--- src/rtl/core/binary_gcd_defines.svh ---
`ifndef BINARY_GCD_DEFINES_SVH
`define BINARY_GCD_DEFINES_SVH

// Same-cycle implication, sampled on clk, off while arst_n is low.
`define BGCD_ASSERT_NOW(lbl, ante, cons, msg) \
	lbl: assert property (@(posedge clk) disable iff (!arst_n) (ante) |-> (cons)) \
		else $error(msg);

// Next-cycle implication, sampled on clk, off while arst_n is low.
`define BGCD_ASSERT_NEXT(lbl, ante, cons, msg) \
	lbl: assert property (@(posedge clk) disable iff (!arst_n) (ante) |=> (cons)) \
		else $error(msg);

`endif

--- src/rtl/core/bgcd_pkg.sv ---
`default_nettype none

package bgcd_pkg;

	localparam int FIELD_W   = 32;
	localparam int WIDTH_DEF = 32;

	// Per-cycle command broadcast to every cell of the row.
	typedef enum logic [2:0] {
		OP_HOLD,
		OP_LOAD,
		OP_HALVE_BOTH,
		OP_HALVE_X,
		OP_HALVE_Y,
		OP_SUB_X,
		OP_SUB_Y
	} cell_op_t;

	// Bits handed from a cell down to its lower neighbor.
	typedef struct packed {
		logic x;
		logic y;
		logic dxy;
		logic dyx;
	} link_t;

	// Borrow chain, rippling from the low cell upward.
	typedef struct packed {
		logic bxy;
		logic byx;
	} borrow_t;

	typedef enum logic [1:0] {
		ST_IDLE,
		ST_STRIP,
		ST_REDUCE,
		ST_DONE
	} state_t;

endpackage

`default_nettype wire

--- src/rtl/core/binary_gcd.sv ---
// Binary GCD, one result beat per operand beat, one item in flight.
// Each item is loaded, stripped of shared factors of two, then reduced by halve/subtract
// steps until both lanes match (no reduction when they already match once stripped).
// Output register lets the next item start while a result waits.
// Reset: arst_n clears control state at once; no clearing pass is needed.
`default_nettype none

`include "binary_gcd_defines.svh"

module binary_gcd #(
	parameter int WIDTH = bgcd_pkg::WIDTH_DEF
) (
	input  wire logic                          clk,
	input  wire logic                          arst_n,
	input  wire logic                          in_valid,
	output logic                               in_stall,
	input  wire logic [bgcd_pkg::FIELD_W-1:0]  operand_a,
	input  wire logic [bgcd_pkg::FIELD_W-1:0]  operand_b,
	output logic                               out_valid,
	input  wire logic                          out_stall,
	output logic [bgcd_pkg::FIELD_W-1:0]       divisor
);

	logic [WIDTH-1:0]   a_w;
	logic [WIDTH-1:0]   b_w;
	logic [WIDTH-1:0]   ld_a;
	logic [WIDTH-1:0]   ld_b;
	logic               zero_pair;
	logic [WIDTH-1:0]   x_vec;
	logic [WIDTH-1:0]   y_vec;
	bgcd_pkg::cell_op_t op;

	// Cell i reads link[i+1] from its upper neighbor; top sees zeros.
	bgcd_pkg::link_t    link [WIDTH:0];
	// Borrow enters cell 0 at zero and leaves the top cell.
	bgcd_pkg::borrow_t  brw  [WIDTH:0];

	assign a_w = WIDTH'(operand_a);
	assign b_w = WIDTH'(operand_b);

	// With a zero operand, load the other into both lanes: the row then
	// starts equal and the result falls out with no steps at all.
	assign zero_pair = (a_w == '0) || (b_w == '0);
	assign ld_a      = zero_pair ? (a_w | b_w) : a_w;
	assign ld_b      = zero_pair ? (a_w | b_w) : b_w;

	assign link[WIDTH] = '0;
	assign brw[0]      = '0;

	for (genvar i = 0; i < WIDTH; i++) begin : g_cell
		bgcd_cell u_cell (
			.clk  (clk),
			.op   (op),
			.ld_x (ld_a[i]),
			.ld_y (ld_b[i]),
			.up   (link[i+1]),
			.dn   (link[i]),
			.bin  (brw[i]),
			.bout (brw[i+1]),
			.x    (x_vec[i]),
			.y    (y_vec[i])
		);
	end

	// Sequence strip, reduce and output; borrow out of x - y marks x < y.
	bgcd_ctrl #(
		.WIDTH(WIDTH)
	) u_ctrl (
		.clk       (clk),
		.arst_n    (arst_n),
		.in_valid  (in_valid),
		.in_stall  (in_stall),
		.x_vec     (x_vec),
		.y_vec     (y_vec),
		.x_lt_y    (brw[WIDTH].bxy),
		.op        (op),
		.out_valid (out_valid),
		.out_stall (out_stall),
		.divisor   (divisor)
	);

	// Accepting a beat makes the block busy.
	`BGCD_ASSERT_NEXT(a_busy_after_accept, in_valid && !in_stall, in_stall,
		"block took an input beat but did not go busy")

	// While working, the x lane is never zero unless the y lane is too.
	`BGCD_ASSERT_NOW(a_no_lone_zero, in_stall && (x_vec == '0), y_vec == '0,
		"a single lane reached zero during the reduction")

	// Going idle always leaves a result in the output register.
	`BGCD_ASSERT_NOW(a_result_on_idle, $fell(in_stall), out_valid,
		"returned to idle without presenting a result")

endmodule

`default_nettype wire

--- src/rtl/core/bgcd_cell.sv ---
`default_nettype none

module bgcd_cell (
	input  wire logic               clk,
	input  wire bgcd_pkg::cell_op_t op,
	input  wire logic               ld_x,
	input  wire logic               ld_y,
	input  wire bgcd_pkg::link_t    up,
	output bgcd_pkg::link_t         dn,
	input  wire bgcd_pkg::borrow_t  bin,
	output bgcd_pkg::borrow_t       bout,
	output logic                    x,
	output logic                    y
);

	logic x_q;
	logic y_q;

	// One bit of x - y and of y - x.
	always_comb begin
		dn.x      = x_q;
		dn.y      = y_q;
		dn.dxy    = x_q ^ y_q ^ bin.bxy;
		dn.dyx    = x_q ^ y_q ^ bin.byx;
		bout.bxy  = (~x_q & y_q) | (~(x_q ^ y_q) & bin.bxy);
		bout.byx  = (~y_q & x_q) | (~(x_q ^ y_q) & bin.byx);
	end

	// Load, or take the upper neighbor's bit (plain to halve, difference to subtract).
	always_ff @(posedge clk) begin
		case (op)
			bgcd_pkg::OP_LOAD: begin
				x_q <= ld_x;
				y_q <= ld_y;
			end
			bgcd_pkg::OP_HALVE_BOTH: begin
				x_q <= up.x;
				y_q <= up.y;
			end
			bgcd_pkg::OP_HALVE_X: x_q <= up.x;
			bgcd_pkg::OP_HALVE_Y: y_q <= up.y;
			bgcd_pkg::OP_SUB_X:   x_q <= up.dxy;
			bgcd_pkg::OP_SUB_Y:   y_q <= up.dyx;
			default: begin
				x_q <= x_q;
				y_q <= y_q;
			end
		endcase
	end

	assign x = x_q;
	assign y = y_q;

endmodule

`default_nettype wire

--- src/rtl/core/bgcd_ctrl.sv ---
`default_nettype none

module bgcd_ctrl #(
	parameter int WIDTH = bgcd_pkg::WIDTH_DEF
) (
	input  wire logic                          clk,
	input  wire logic                          arst_n,
	input  wire logic                          in_valid,
	output logic                               in_stall,
	input  wire logic [WIDTH-1:0]              x_vec,
	input  wire logic [WIDTH-1:0]              y_vec,
	input  wire logic                          x_lt_y,
	output bgcd_pkg::cell_op_t                 op,
	output logic                               out_valid,
	input  wire logic                          out_stall,
	output logic [bgcd_pkg::FIELD_W-1:0]       divisor
);

	localparam int CNT_W = $clog2(WIDTH);

	bgcd_pkg::state_t state_q;
	bgcd_pkg::state_t state_nxt;

	logic [CNT_W-1:0]             shared_q;
	logic                         out_valid_q;
	logic [bgcd_pkg::FIELD_W-1:0] divisor_q;
	logic                         eq;
	logic                         out_free;
	logic                         finish;

	assign eq       = (x_vec == y_vec);
	assign out_free = !out_valid_q || !out_stall;
	assign finish   = (state_q == bgcd_pkg::ST_DONE) && out_free;

	always_comb begin
		case (state_q)
			bgcd_pkg::ST_IDLE:
				state_nxt = in_valid ? bgcd_pkg::ST_STRIP : bgcd_pkg::ST_IDLE;
			bgcd_pkg::ST_STRIP: begin
				if (eq)
					state_nxt = bgcd_pkg::ST_DONE;
				else if (!x_vec[0] && !y_vec[0])
					state_nxt = bgcd_pkg::ST_STRIP;
				else
					state_nxt = bgcd_pkg::ST_REDUCE;
			end
			bgcd_pkg::ST_REDUCE:
				state_nxt = eq ? bgcd_pkg::ST_DONE : bgcd_pkg::ST_REDUCE;
			bgcd_pkg::ST_DONE:
				state_nxt = out_free ? bgcd_pkg::ST_IDLE : bgcd_pkg::ST_DONE;
			default:
				state_nxt = bgcd_pkg::ST_IDLE;
		endcase
	end

	always_comb begin
		op       = bgcd_pkg::OP_HOLD;
		in_stall = (state_q != bgcd_pkg::ST_IDLE);
		case (state_q)
			bgcd_pkg::ST_IDLE:
				if (in_valid)
					op = bgcd_pkg::OP_LOAD;
			bgcd_pkg::ST_STRIP:
				if (!eq && !x_vec[0] && !y_vec[0])
					op = bgcd_pkg::OP_HALVE_BOTH;
			bgcd_pkg::ST_REDUCE: begin
				if (eq)
					op = bgcd_pkg::OP_HOLD;
				else if (!x_vec[0])
					op = bgcd_pkg::OP_HALVE_X;
				else if (!y_vec[0])
					op = bgcd_pkg::OP_HALVE_Y;
				else if (!x_lt_y)
					op = bgcd_pkg::OP_SUB_X;
				else
					op = bgcd_pkg::OP_SUB_Y;
			end
			default:
				op = bgcd_pkg::OP_HOLD;
		endcase
	end

	always_ff @(posedge clk or negedge arst_n) begin
		if (!arst_n) begin
			state_q     <= bgcd_pkg::ST_IDLE;
			out_valid_q <= 1'b0;
		end else begin
			state_q <= state_nxt;
			if (finish)
				out_valid_q <= 1'b1;
			else if (!out_stall)
				out_valid_q <= 1'b0;
		end
	end

	// Count shared factors of two; restore them on the way out.
	always_ff @(posedge clk) begin
		if (op == bgcd_pkg::OP_LOAD)
			shared_q <= '0;
		else if (op == bgcd_pkg::OP_HALVE_BOTH)
			shared_q <= shared_q + CNT_W'(1);
		if (finish)
			divisor_q <= bgcd_pkg::FIELD_W'(x_vec << shared_q);
	end

	assign out_valid = out_valid_q;
	assign divisor   = divisor_q;

endmodule

`default_nettype wire
--- config.mk ---
export PLATFORM = sky130hd
export DESIGN_NAME = binary_gcd
export DESIGN_NICKNAME = d
export VERILOG_FILES = /design/src/rtl/core/bgcd_pkg.sv /design/src/rtl/core/binary_gcd.sv /design/src/rtl/core/bgcd_cell.sv /design/src/rtl/core/bgcd_ctrl.sv
export VERILOG_INCLUDE_DIRS = /design/src /design/src/rtl/core
export SDC_FILE = /design/constraint.sdc
export NUM_CORES = 1
export LEC_CHECK = 0
export BUFFER_PORTS_ARGS = -buffer_cell sky130_fd_sc_hd__buf_2
export CORE_ASPECT_RATIO = 0.75
export CORE_MARGIN = 2
export CORE_UTILIZATION = 51
export DETAILED_ROUTE_END_ITERATION = 10
export PLACE_DENSITY = 0.76
export RECOVER_POWER = 50
export SYNTH_ARGS = -nofsm -noshare
export SYNTH_HDL_FRONTEND = slang
export SYNTH_SLANG_ARGS = --single-unit
--- constraint.sdc ---
create_clock -name clk -period 16.4 [get_ports clk]
set_input_delay 2.46 -clock clk [delete_from_list [all_inputs] [get_ports clk]]
set_output_delay 2.46 -clock clk [all_outputs]
set_load 0.005 [all_outputs]
# Yosys cells after proc, flatten, opt, wreduce, memory -nomap -nowiden
# Cells that the tools add are included.
# totals
elab_cells,558
in_bits,68
output_inout_bits,34
reg_bits,104
# classes
n_bitwise,373
n_eq_ne,11
add_sub_neg,1
mux,81
shifts,1
n_reduce_logical,23
# op_table
operator,count
$pmux 1 s3,62
$and 1x1->1,124
$not 1->1,94
$xor 1x1->1,93
$logic_not 32->1,2
$mux 32,2
$or 1x1->1,61
$eq 32x32->1,1
$or 32x32->32,1
$shl 32x5->32,1
$mux 2,5
$eq 3x3->1 const B,3
$mux 3,3
$pmux 3 s3,1
$pmux 2 s4,1
$eq 3x2->1 const B,2
$reduce_bool 2->1,3
$reduce_bool 3->1,2
$reduce_or 3->1,2
$add 5x1->5 const B,1
$logic_not 1->1,5
$mux 1,5
$eq 2x2->1 const B,2
$logic_and 1x1->1,4
7 further kinds,10

# Longest topological paths before layout
# Gate-level depths: netlist of run 1.
# logic_depth
word_depth,72
ltp_mapped,41
depth_no_buf,39

# By module
# Synthesis of run 1 repeated with hierarchy kept, for this count alone.
# unflattened
hier_cells,1150
hier_area_um2,11202.0
# by_module_without_submodules
mod,instances,cells_each,seq_area_each_um2,area_each_um2
bgcd_cell (g_cell[0].u_cell ...),31,23,60.1,217.7
bgcd_ctrl,1,321,1136.1,3523.4
binary_gcd,1,92,0.0,708.2
bgcd_cell (g_cell[9].u_cell),1,24,60.1,221.5

# Worst setup path after synthesis of run 1
# OpenSTA, ideal clock, no wires.
# synth_timing
path_type,register to register
startpoint,register g_cell[0].u_cell.x_q
endpoint,register g_cell[0].u_cell.x_q (enable)
setup_slack_ns,0.139
synth_period_minus_slack_ns,16.261
stages_incl_launch_ff,41
t_required_ns,16.007
n_path_buf,2
t_arrival_ns,15.868
setup_time_ns,0.393
cell_sequence,edfxtp_1 > buf_2 > inv_1 > ha_1 > fa_1 > inv_1 > fa_1 > fa_1 > fa_1 > fa_1 > fa_1 > fa_1 > fa_1 > fa_1 > fa_1 > fa_1 > fa_1 > fa_1 > (+5 left out) > fa_1 > fa_1 > fa_1 > fa_1 > fa_1 > fa_1 > fa_1 > fa_1 > fa_1 > fa_1 > fa_1 > fa_1 > fa_1 > nor2b_1 > o21ai_0 > a221oi_2 > clkbuf_1 > nor2_1
# synth_via
elab_chain_len,72
word_cells_on_any_way,81
cone_classes,eq/ne: 5; mux: 6; bitwise: 64; reduce/logical: 6
# synth_lines
item,line_no,rtl
"start, declared",bgcd_cell.sv:16,logic x_q;
"start signal, assigned",bgcd_cell.sv:33,x_q <= ld_x;
"start signal, assigned",bgcd_cell.sv:37,x_q <= up.x;
"start signal, assigned",bgcd_cell.sv:40,bgcd_pkg::OP_HALVE_X: x_q <= up.x;
$not 1->1,bgcd_cell.sv:25,bout.bxy = (~x_q & y_q) | (~(x_q ^ y_q) & bin.bxy);
$and 1x1->1 (2 in series),bgcd_cell.sv:25,
$or 1x1->1,bgcd_cell.sv:25,
$and 1x1->1,bgcd_cell.sv:25,
$or 1x1->1,bgcd_cell.sv:25,
$and 1x1->1,bgcd_cell.sv:25,
$or 1x1->1,bgcd_cell.sv:25,
$and 1x1->1,bgcd_cell.sv:25,
(+55 left out),--,
$mux 2,bgcd_ctrl.sv:73,else if (!x_lt_y)
$mux 3,bgcd_ctrl.sv:71,else if (!y_vec[0])
$mux 3,bgcd_ctrl.sv:69,else if (!x_vec[0])
$mux 3,bgcd_ctrl.sv:67,if (eq)
$pmux 3 s3 (*),bgcd_ctrl.sv:59,case (state_q)
$eq 3x2->1,bgcd_cell.sv:31,case (op)
$reduce_or 2->1 (no line),--,
$reduce_bool 3->1 (no line) (*),--,
# Mark *: on every way between the ends. The rest lies on a longest branch, timed or not.
# A chain may end at the register's enable or synchronous reset.

# Worst setup path in the final report of run 1
# layout_timing
startpoint,register g_cell[0].u_cell.x_q
endpoint,register g_cell[10].u_cell.y_q (enable)
# layout_via
elab_chain_len,72
word_cells_on_any_way,81
cone_classes,eq/ne: 5; mux: 6; bitwise: 64; reduce/logical: 6
# layout_lines
item,line_no,rtl
$not 1->1,bgcd_cell.sv:25,
$and 1x1->1 (2 in series),bgcd_cell.sv:25,
$or 1x1->1,bgcd_cell.sv:25,
$and 1x1->1,bgcd_cell.sv:25,
$or 1x1->1,bgcd_cell.sv:25,
$and 1x1->1,bgcd_cell.sv:25,
$or 1x1->1,bgcd_cell.sv:25,
$and 1x1->1,bgcd_cell.sv:25,
(+55 left out),--,
$mux 2,bgcd_ctrl.sv:73,
$mux 3,bgcd_ctrl.sv:71,
$mux 3,bgcd_ctrl.sv:69,
$mux 3,bgcd_ctrl.sv:67,
$pmux 3 s3 (*),bgcd_ctrl.sv:59,
$eq 3x2->1 / $eq 3x3->1 (equally long branches),bgcd_cell.sv:31,
$reduce_or 2->1 (no line),--,
$reduce_bool 3->1 (no line) (*),--,
"end signal, assigned",bgcd_cell.sv:34,y_q <= ld_y;
"end signal, assigned",bgcd_cell.sv:38,y_q <= up.y;
"end signal, assigned",bgcd_cell.sv:41,bgcd_pkg::OP_HALVE_Y: y_q <= up.y;
"end, declared",bgcd_cell.sv:17,logic y_q;
# Marks and branches as above.

==> results of run 1 <==
-- worst reg2reg max path: cells and delay by family (launching register included) --
family                   cells  cell delay (ps)
flip-flops                   1              380
adder cells (fa/ha/maj)     32            13880
AO/OA/AOI/OAI                2              390
AND/OR/NAND/NOR              2              670
buffers and inverters        3              320
-- cells by family after synthesis --
| kind of cell | share of synthesized area [%] |
|---|---|
| AOI/OAI and AO/OA | 16.1 |
| muxes | 12.0 |
| and+or+nand+nor | 9.11 |
| DFF | 36.6 |
| buffers and inverters | 6.13 |
| adders and majority gates | 19.9 |
| xor gates and xnor gates | 0.210 |
-- state kept, by name, indices dropped and copies added (netlist names) --
signal / count
g_cell.u_cell.y: 32
u_ctrl.shared_q: 5
g_cell.u_cell.x: 32
u_ctrl.state_q: 2
u_ctrl.out_valid: 1
u_ctrl.divisor: 32
-- final cells by class --
type | count | area share [%]
multi-input combinational | 536 | 51.5
sequential | 104 | 32.5
timing repair buffer | 121 | 6.95
inverter | 72 | 2.87
tap | 210 | 2.79
clock buffer | 10 | 2.43
clock inverter | 6 | 0.984
-- cell usage in the layout (no fill, tap or decap), types with 17 or more instances in the layout --
| cell type | Yosys | routed |
|---|---|---|
| a21oi_1 | 82 | 82 |
| a22oi_1 | 32 | 32 |
| buf_2 | 15 | 78 |
| clkbuf_1 | 22 | 26 |
| edfxtp_1 | 96 | 96 |
| fa_1 | 61 | 56 |
| ha_1 | 35 | 35 |
| inv_1 | 70 | 70 |
| mux2i_1 | 20 | 20 |
| mux4_2 | 32 | 32 |
| nand2_1 | 81 | 81 |
| nor2_1 | 31 | 30 |
| nor4_1 | 16 | 17 |
| o21ai_0 | 40 | 35 |
| o221ai_1 | 31 | 31 |
-- metal layers --
metal,global-route usage [%],vias up,wire length [um]
met2,36.1,425,9200
met4,5.25,0,278
met3,8.73,26,2730
met1,39.4,3194,9330
li1,-,2992,-
met5,0,-,0
-- repair_timing --
action                     CTS  global route
buffers inserted             0             2
setup endpoints to repair    0           133
gates resized for setup      0            25
-- per-stage QoR --
step / hold slack (ps) / util (%)
after floorplan: 501 / -
after global placement: 564 / 56.6
after detailed placement: 576 / 56.6
after CTS: 593 / 58.6
after global routing: 593 / 58.8
final: 539 / 58.8
-- worst max-delay path by stage --
stage                     slack (ps)                  end  cells after the start          startpoint
after floorplan                  140   g_cell[0].u_cell.x                     40  g_cell[0].u_cell.x
after global placement           230  g_cell[10].u_cell.x                     40  g_cell[0].u_cell.x
after detailed placement          40  g_cell[13].u_cell.x                     40  g_cell[0].u_cell.x
after CTS                         10   g_cell[0].u_cell.x                     40  g_cell[0].u_cell.x
after global routing              20   g_cell[4].u_cell.y                     39  g_cell[0].u_cell.x
final                            530  g_cell[10].u_cell.y                     39  g_cell[0].u_cell.x
-- power breakdown --
part           total [mW]  internal (mW)  switching, mW
Clock               0.237          0.135          0.102
Sequential          0.731          0.538          0.192
Combinational        1.45          0.644          0.803
==> impl_metrics.py, run 1 <==
metrics = {
    "place": {
        "io_buffers": 101,
        "routabilityCongestion": 0.950,
        "place_area_um2": 9060,
        "pre_cts_slack_ps": 36.7,
        "dpl.hpwl_um": 16500,
        "place_inst": 1040,
    },
    "yosys": {
        "synth_area_leaders": "edfxtp_1, fa_1, mux4_2, ha_1, a21oi_1",
        "synthArstFlopShare_pct": 2.88,
        "synthFlopType": "edfxtp_1",
        "avgSynthCellArea_um2": 11.0,
        "synth_fp_nets": 924,
        "synth_edf_count": 96,
        "synth_common_cells": "edfxtp_1, a21oi_1, nand2_1",
        "yosysTopAreaCellShare_pct": 34.5,
        "yosysSeqAreaShare_pct": 36.6,
        "yosys.cell_types.count": 52,
        "synth-seq-cells": 104,
        "synth_top_area_cell": "edfxtp_1",
        "syn_area_um2": 8350,
        "ys_warn_count": 0,
        "synth_cells": 760,
        "yosysMostFrequentCell": "edfxtp_1",
    },
    "sta": {
        "fmax_mhz": 63.0,
        "final-hold-violation-count": 0,
        "finalSetupTns_ps": 0,
        "fin_ws_ps": 526,
        "final-setup-viol-count": 0,
        "period_share_pct": 96.8,
        "slew_violations": 79,
        "min_period_ps": 15870,
        "timing.slew.headroom_pct": -85.5,
        "finClkSkew_ps": 9.37,
        "rsz0062_at_grt": "false",
        "worst_slew_pin_slew_ps": 2780,
    },
    "cts": {
        "htreeDepth": 3,
        "clk_latency_ps": 360,
        "clock_sinks": 104,
        "cts.clk_slew.worst_paths_ps": 70,
        "hold_buffers": 0,
        "ctsRootBufferMaster": "clkbuf_16",
        "cts_tree": "done",
        "cts_buffers": 9,
        "clockBufferDepth": 2,
    },
    "final_layout": {
        "finalNetCount": 1008,
        "num_antenna_cells": 0,
        "multi_input_area_um2": 4840,
        "regArea_um2": 3060,
        "fin_area_um2": 9410,
        "filler_cell_count": 1382,
        "drive_above_1_share_pct": 19.4,
        "finalNonFillerCells": 1059,
        "syn_to_final_growth_pct": 12.7,
    },
    "critical_path": {
        "startpoint_type": "flip-flop",
        "critPathMaxStageDelay_ps": 480,
        "r2r-start": "g_cell[0].u_cell.x",
        "cp-end-kind": "flip-flop",
        "cpMostUsedCell": "fa_1",
        "ff2ff_path_depth": 39,
        "arrival_ps": 16000,
        "required_ps": 16520,
        "r2r_slack_ps": 530,
        "cp_num_buf_inv": 3,
        "slowest_stage": "fa_1",
        "crit_fanout": 18,
        "path_class": "reg2reg",
        "r2r_end": "g_cell[10].u_cell.y",
        "cpLargestDelayFamily": "adder cells",
    },
    "run_status": {
        "run_status": "complete, but fails checks",
        "violations": "max-capacitance violations, max-slew violations",
    },
    "power_and_ir_drop": {
        "totalPowerFinal_mw": 2.41,
        "power_density_nw_per_um2": 257,
        "leakagePower_nw": 3.62,
        "peakVddDrop_mv": 0.0998,
    },
    "grt": {
        "grt_max_degree": 44,
        "grt_pass1_wl_um": 34000,
        "track_usage_pct": 25.8,
        "first_global_vias": 6132,
        "grt_overflow": 0,
        "antenna_found_initial": 0,
    },
    "floorplanning": {
        "start_util_pct": 52.2,
        "die_area_um2": 17400,
        "core_um2": 16000,
        "rows": 40,
        "die_w_um": 152,
        "ios": 102,
        "die_h_um": 115,
    },
    "route": {
        "postRouteAntennaNets": 0,
        "drtIter0Drc": 806,
        "wire_per_inst_um": 20.3,
        "firstDrtPassIters": 7,
        "viasPerCell": 6.27,
        "drc": 0,
        "routed_wl_um": 21500,
        "num_vias": 6637,
    },
    "flow_run": {
        "max_cap_viol_count": 3,
    },
    "min_path": {
        "hold_path_depth": 2,
        "min_path_type": "reg2reg",
        "hp-start": "u_ctrl.out_valid",
        "holdPathEnd": "u_ctrl.out_valid",
    },
}
Note: power is estimated with default switching activity, not from simulation.
==> inputs of run 2 (changes only) <==
--- a/config.mk
+++ b/config.mk
@@ -11,8 +11,9 @@
 export CORE_MARGIN = 2
 export CORE_UTILIZATION = 51
 export DETAILED_ROUTE_END_ITERATION = 10
-export PLACE_DENSITY = 0.76
+export PLACE_DENSITY = 0.75
 export RECOVER_POWER = 50
 export SYNTH_ARGS = -nofsm -noshare
 export SYNTH_HDL_FRONTEND = slang
+export SYNTH_HIERARCHICAL = 1
 export SYNTH_SLANG_ARGS = --single-unit
==> run 2 against run 1 <==
  * The run still ends with max-capacitance violations, max-slew violations left
  * Design area rose by 25%
  * Final cell count rose by 39%
  * Worst hold slack got worse by 13 ps
  * Register-to-register slack improved by 340 ps
==> impl_metrics.py, run 2 <==
metrics = {
    "place": {
        "dpl.hpwl_um": 19400,
        "routabilityCongestion": 0.868,
        "io_buffers": 101,
    },
    "final_layout": {
        "num_antenna_cells": 0,
        "filler_cell_count": 1891,
        "final_common_cell": "nand2_1",
        "multi_input_area_um2": 6990,
        "utilization_pct": 55.2,
        "finalNetCount": 1314,
        "drive_above_1_share_pct": 17.6,
        "syn_to_final_growth_pct": 5.46,
        "regArea_um2": 3060,
        "final_cell_mix": "nand2_1, inv_1, edfxtp_1",
    },
    "sta": {
        "final-setup-viol-count": 0,
        "finClkSkew_ps": 14.1,
        "period_share_pct": 94.7,
        "final-hold-violation-count": 0,
        "timing.slew.headroom_pct": -22.9,
        "finalSetupTns_ps": 0,
        "min_period_ps": 15530,
        "worst_slew_pin_slew_ps": 1840,
        "slew_violations": 71,
        "fmax_mhz": 64.4,
        "rsz0062_at_grt": "false",
    },
    "grt": {
        "grt_overflow": 0,
        "first_global_vias": 7849,
        "antenna_found_initial": 0,
        "grt_pass1_wl_um": 42500,
        "grt_max_degree": 194,
        "track_usage_pct": 23.2,
    },
    "route": {
        "viasPerCell": 5.72,
        "wire_per_inst_um": 17.9,
        "drtIter0Drc": 816,
        "routed_wl_um": 26400,
        "firstDrtPassIters": 6,
        "num_vias": 8420,
        "drc": 0,
        "postRouteAntennaNets": 0,
    },
    "cts": {
        "cts_tree": "done",
        "cts.clk_slew.worst_paths_ps": 80,
        "cts_buffers": 9,
        "clockBufferDepth": 2,
        "clk_latency_ps": 360,
        "cts_post_setup_buffers_inserted": 0,
        "ctsRootBufferMaster": "clkbuf_16",
        "post_cts_resized": 0,
        "hold_buffers": 0,
        "htreeDepth": 3,
        "clock_sinks": 104,
    },
    "critical_path": {
        "slowest_stage": "edfxtp_1",
        "crit_start": "g_cell[0].u_cell/x",
        "r2r-start": "g_cell[0].u_cell/x",
        "arrival_ps": 15590,
        "cpMostUsedCell": "fa_2",
        "required_ps": 16460,
        "ff2ff_path_depth": 40,
        "path_class": "reg2reg",
        "crit_fanout": 159,
        "startpoint_type": "flip-flop",
        "critPathMaxStageDelay_ps": 550,
        "cp-end-kind": "flip-flop",
        "endpoint": "g_cell[15].u_cell/x",
        "r2r_slack_ps": 870,
        "r2r_end": "g_cell[15].u_cell/x",
    },
    "floorplanning": {
        "rows": 46,
        "die_h_um": 132,
        "die_area_um2": 23100,
        "die_w_um": 175,
        "ios": 102,
        "core_um2": 21400,
        "start_util_pct": 52.4,
    },
    "run_status": {
        "violations": "max-capacitance violations, max-slew violations",
        "run_status": "complete, but fails checks",
    },
    "yosys": {
        "ys_warn_count": 6,
        "avgSynthCellArea_um2": 9.76,
        "syn_area_um2": 11200,
        "synth_cells": 1146,
    },
    "flow_run": {
        "max_cap_viol_count": 2,
    },
    "min_path": {
        "min_path_type": "reg2reg",
    },
}
## run 2: final cells by class
cell class                 instances  share of cell area (%)
tap                              288                    3.06
multi-input combinational        821                    59.3
timing repair buffer             110                    4.91
sequential                       104                    25.9
clock buffer                      11                    2.06
clock inverter                     5                   0.488
inverter                         134                    4.27
## run 2: routing by layer
layer  GRT usage, %  vias up  part of all wire, %
li1               -     4008                    -
met1           34.8     4087                   47
met2           34.4      286                   44
met3           4.04       39                  7.1
met4           6.81        0                  2.2
met5              0        -                    0
## run 2: through the flow
stage | std cells | cell area, um^2 | hold slack (ps) | setup WS (ps)
floorplan | 1151 | 11300 | 498 | 49.1
global placement | 1457 | 11600 | 496 | 1340
detailed placement | 1457 | 11600 | 511 | 1200
CTS | 1473 | 11900 | 526 | 1120
global route | 1473 | 11800 | 562 | 284
finish | 1473 | 11800 | 526 | 867
## run 2: worst min-delay path by stage
stage                          start                to  slack (ps)  depth (start not counted)
finish              u_ctrl/out_valid  u_ctrl/out_valid         530                          2
detailed placement  u_ctrl/out_valid  u_ctrl/out_valid         510                          2
global placement    u_ctrl/out_valid  u_ctrl/out_valid         500                          2
global route        u_ctrl/out_valid  u_ctrl/out_valid         560                          2
CTS                 u_ctrl/out_valid  u_ctrl/out_valid         530                          2
floorplan           u_ctrl/out_valid  u_ctrl/out_valid         500                          2
## run 2: critical path: cells and delay by family, from the launching register on
| family | cells | cell delay (ps) |
|---|---|---|
| adders and majority gates | 32 | 12810 |
| AOI/OAI and AO/OA | 4 | 680 |
| buffers and inverters | 2 | 550 |
| muxes | 1 | 250 |
| DFF | 1 | 550 |
| and+or+nand+nor | 1 | 160 |
Power of run 2 is not shown: default switching activity piles up to over one toggle a cycle in this logic, so the estimate is an artifact.
==> inputs of run 3 (changes only) <==
--- a/config.mk
+++ b/config.mk
@@ -13,6 +13,7 @@
 export DETAILED_ROUTE_END_ITERATION = 10
 export PLACE_DENSITY = 0.75
 export RECOVER_POWER = 50
+export REMOVE_ABC_BUFFERS = 1
 export SYNTH_ARGS = -nofsm -noshare
 export SYNTH_HDL_FRONTEND = slang
 export SYNTH_HIERARCHICAL = 1
==> run 3 against run 2 <==
  * The flow still finishes with violations (max-capacitance violations, max-slew violations)
  * Die area is the same
  * Sequential share of layout area decreased by 0.28 points
  * Core utilization rose by 0.62 points
  * Final cell count increased by 0.81%
  * Design area up 1.1%
  * Via count increased by 1.2%
  * Setup slack worse by 290 ps
  * Wire length rose by 2.1%
==> impl_metrics.py, run 3 (same netlist as run 2, synthesis figures left out) <==
metrics = {
    "final_layout": {
        "utilization_pct": 55.8,
        "multi_input_area_um2": 6940,
        "finalNonFillerCells": 1485,
        "syn_to_final_growth_pct": 6.64,
        "finalNetCount": 1326,
        "final_common_cell": "nand2_1",
        "final_cell_mix": "nand2_1, inv_1, edfxtp_1",
        "filler_cell_count": 1885,
        "num_antenna_cells": 0,
        "drive_above_1_share_pct": 16.7,
        "fin_area_um2": 11900,
        "regArea_um2": 3060,
    },
    "route": {
        "drtIter0Drc": 878,
        "firstDrtPassIters": 5,
        "routed_wl_um": 26900,
        "postRouteAntennaNets": 0,
        "num_vias": 8525,
        "viasPerCell": 5.74,
        "drc": 0,
        "wire_per_inst_um": 18.1,
    },
    "critical_path": {
        "slowest_stage": "fa_1",
        "cpLargestDelayFamily": "adder cells",
        "arrival_ps": 15920,
        "startpoint_type": "flip-flop",
        "cp_num_buf_inv": 2,
        "required_ps": 16500,
        "critPathMaxStageDelay_ps": 460,
        "cp-end-kind": "flip-flop",
        "crit_fanout": 22,
        "path_class": "reg2reg",
        "cpMostUsedCell": "fa_1",
    },
    "cts": {
        "hold_buffers": 0,
        "clock_sinks": 104,
        "clk_latency_ps": 370,
        "cts.clk_slew.worst_paths_ps": 80,
        "clockBufferDepth": 2,
        "cts_tree": "done",
        "ctsRootBufferMaster": "clkbuf_16",
        "htreeDepth": 3,
        "cts_buffers": 9,
    },
    "run_status": {
        "run_status": "complete, but fails checks",
        "violations": "max-capacitance violations, max-slew violations",
    },
    "sta": {
        "fmax_mhz": 63.2,
        "final-setup-viol-count": 0,
        "rsz0062_at_grt": "false",
        "fin_ws_ps": 580,
        "period_share_pct": 96.5,
        "min_period_ps": 15820,
        "finClkSkew_ps": 13.6,
        "slew_violations": 71,
        "final-hold-violation-count": 0,
        "worst_slew_pin_slew_ps": 1880,
        "timing.slew.headroom_pct": -25.2,
    },
    "place": {
        "io_buffers": 101,
        "routabilityCongestion": 0.857,
        "place_inst": 1466,
        "place_area_um2": 11600,
        "dpl.hpwl_um": 20300,
        "pre_cts_slack_ps": 349,
    },
    "floorplanning": {
        "die_w_um": 175,
        "ios": 102,
        "die_h_um": 132,
        "die_area_um2": 23100,
        "rows": 46,
        "core_um2": 21400,
        "start_util_pct": 52.4,
    },
    "grt": {
        "grt_pass1_wl_um": 43500,
        "grt_max_degree": 94,
        "antenna_found_initial": 0,
        "first_global_vias": 8006,
        "grt_overflow": 0,
        "track_usage_pct": 23.8,
    },
    "min_path": {
        "min_path_type": "reg2reg",
    },
    "flow_run": {
        "max_cap_viol_count": 2,
    },
}
[run 3: cell count changes in the layout (fill, tap and decap cells not counted), moves of 2 or more]
cell,delta
buf_12,+3
buf_2,-4
buf_4,+4
buf_6,+2
clkbuf_1,+4
clkinvlp_4,-3
fa_1,+19
fa_2,-19
inv_6,+2
inv_8,+2
[run 3: repair_timing]
action,CTS,global route
resized for setup,0,4
buffers inserted,0,3
setup endpoints to repair,0,33
endpoints found under the hold margin,0,0
[run 3: worst register-to-register path: cells and delay by family (launching register included)]
family                     cells  cell delay, ps
AOI/OAI and AO/OA              4             650
DFF                            1             440
muxes                          1             190
and+or+nand+nor                1              90
buffers and inverters          2             440
adders and majority gates     32           13720
[run 3: layout make-up]
| cell class | count | area share, % |
|---|---|---|
| Multi-Input combinational cell | 821 | 58.2 |
| Sequential cell | 104 | 25.7 |
| Timing Repair Buffer | 122 | 6.07 |
| Inverter | 134 | 4.22 |
| Tap cell | 288 | 3.02 |
| Clock buffer | 9 | 1.89 |
| Clock inverter | 7 | 0.913 |
[run 3: per-layer routing]
metal / share of wire [%] / vias up / wire length, um / global-route usage [%]
met2: 46 / 312 / 12300 / 36.8
met3: 6.3 / 24 / 1690 / 3.34
met1: 47 / 4156 / 12600 / 35.5
li1: - / 4033 / - / -
met5: 0 / - / 0 / 0
met4: 1.5 / 0 / 396 / 5.37
[run 3: path summary, 6_finish.rpt]
kind,startpoint,end,slack (ps),depth (start not counted)
max in group asynchronous,arst_n,u_ctrl/state_q[0],14350,1
max,g_cell[0].u_cell/y,g_cell[14].u_cell/x,580,40
min in group asynchronous,arst_n,u_ctrl/out_valid,1900,1
min,u_ctrl/out_valid,u_ctrl/out_valid,540,2
max reg2reg,g_cell[0].u_cell/y,g_cell[14].u_cell/x,580,40
min reg2reg,u_ctrl/out_valid,u_ctrl/out_valid,540,2
[run 3: stage by stage]
stage / hold slack, ps / setup TNS [ps]
final: 539 / 0
after global placement: 518 / 0
after global routing: 569 / 0
after detailed placement: 515 / 0
after floorplan: 498 / -681140
after CTS: 534 / 0
Power of run 3 is left out for the same reason.
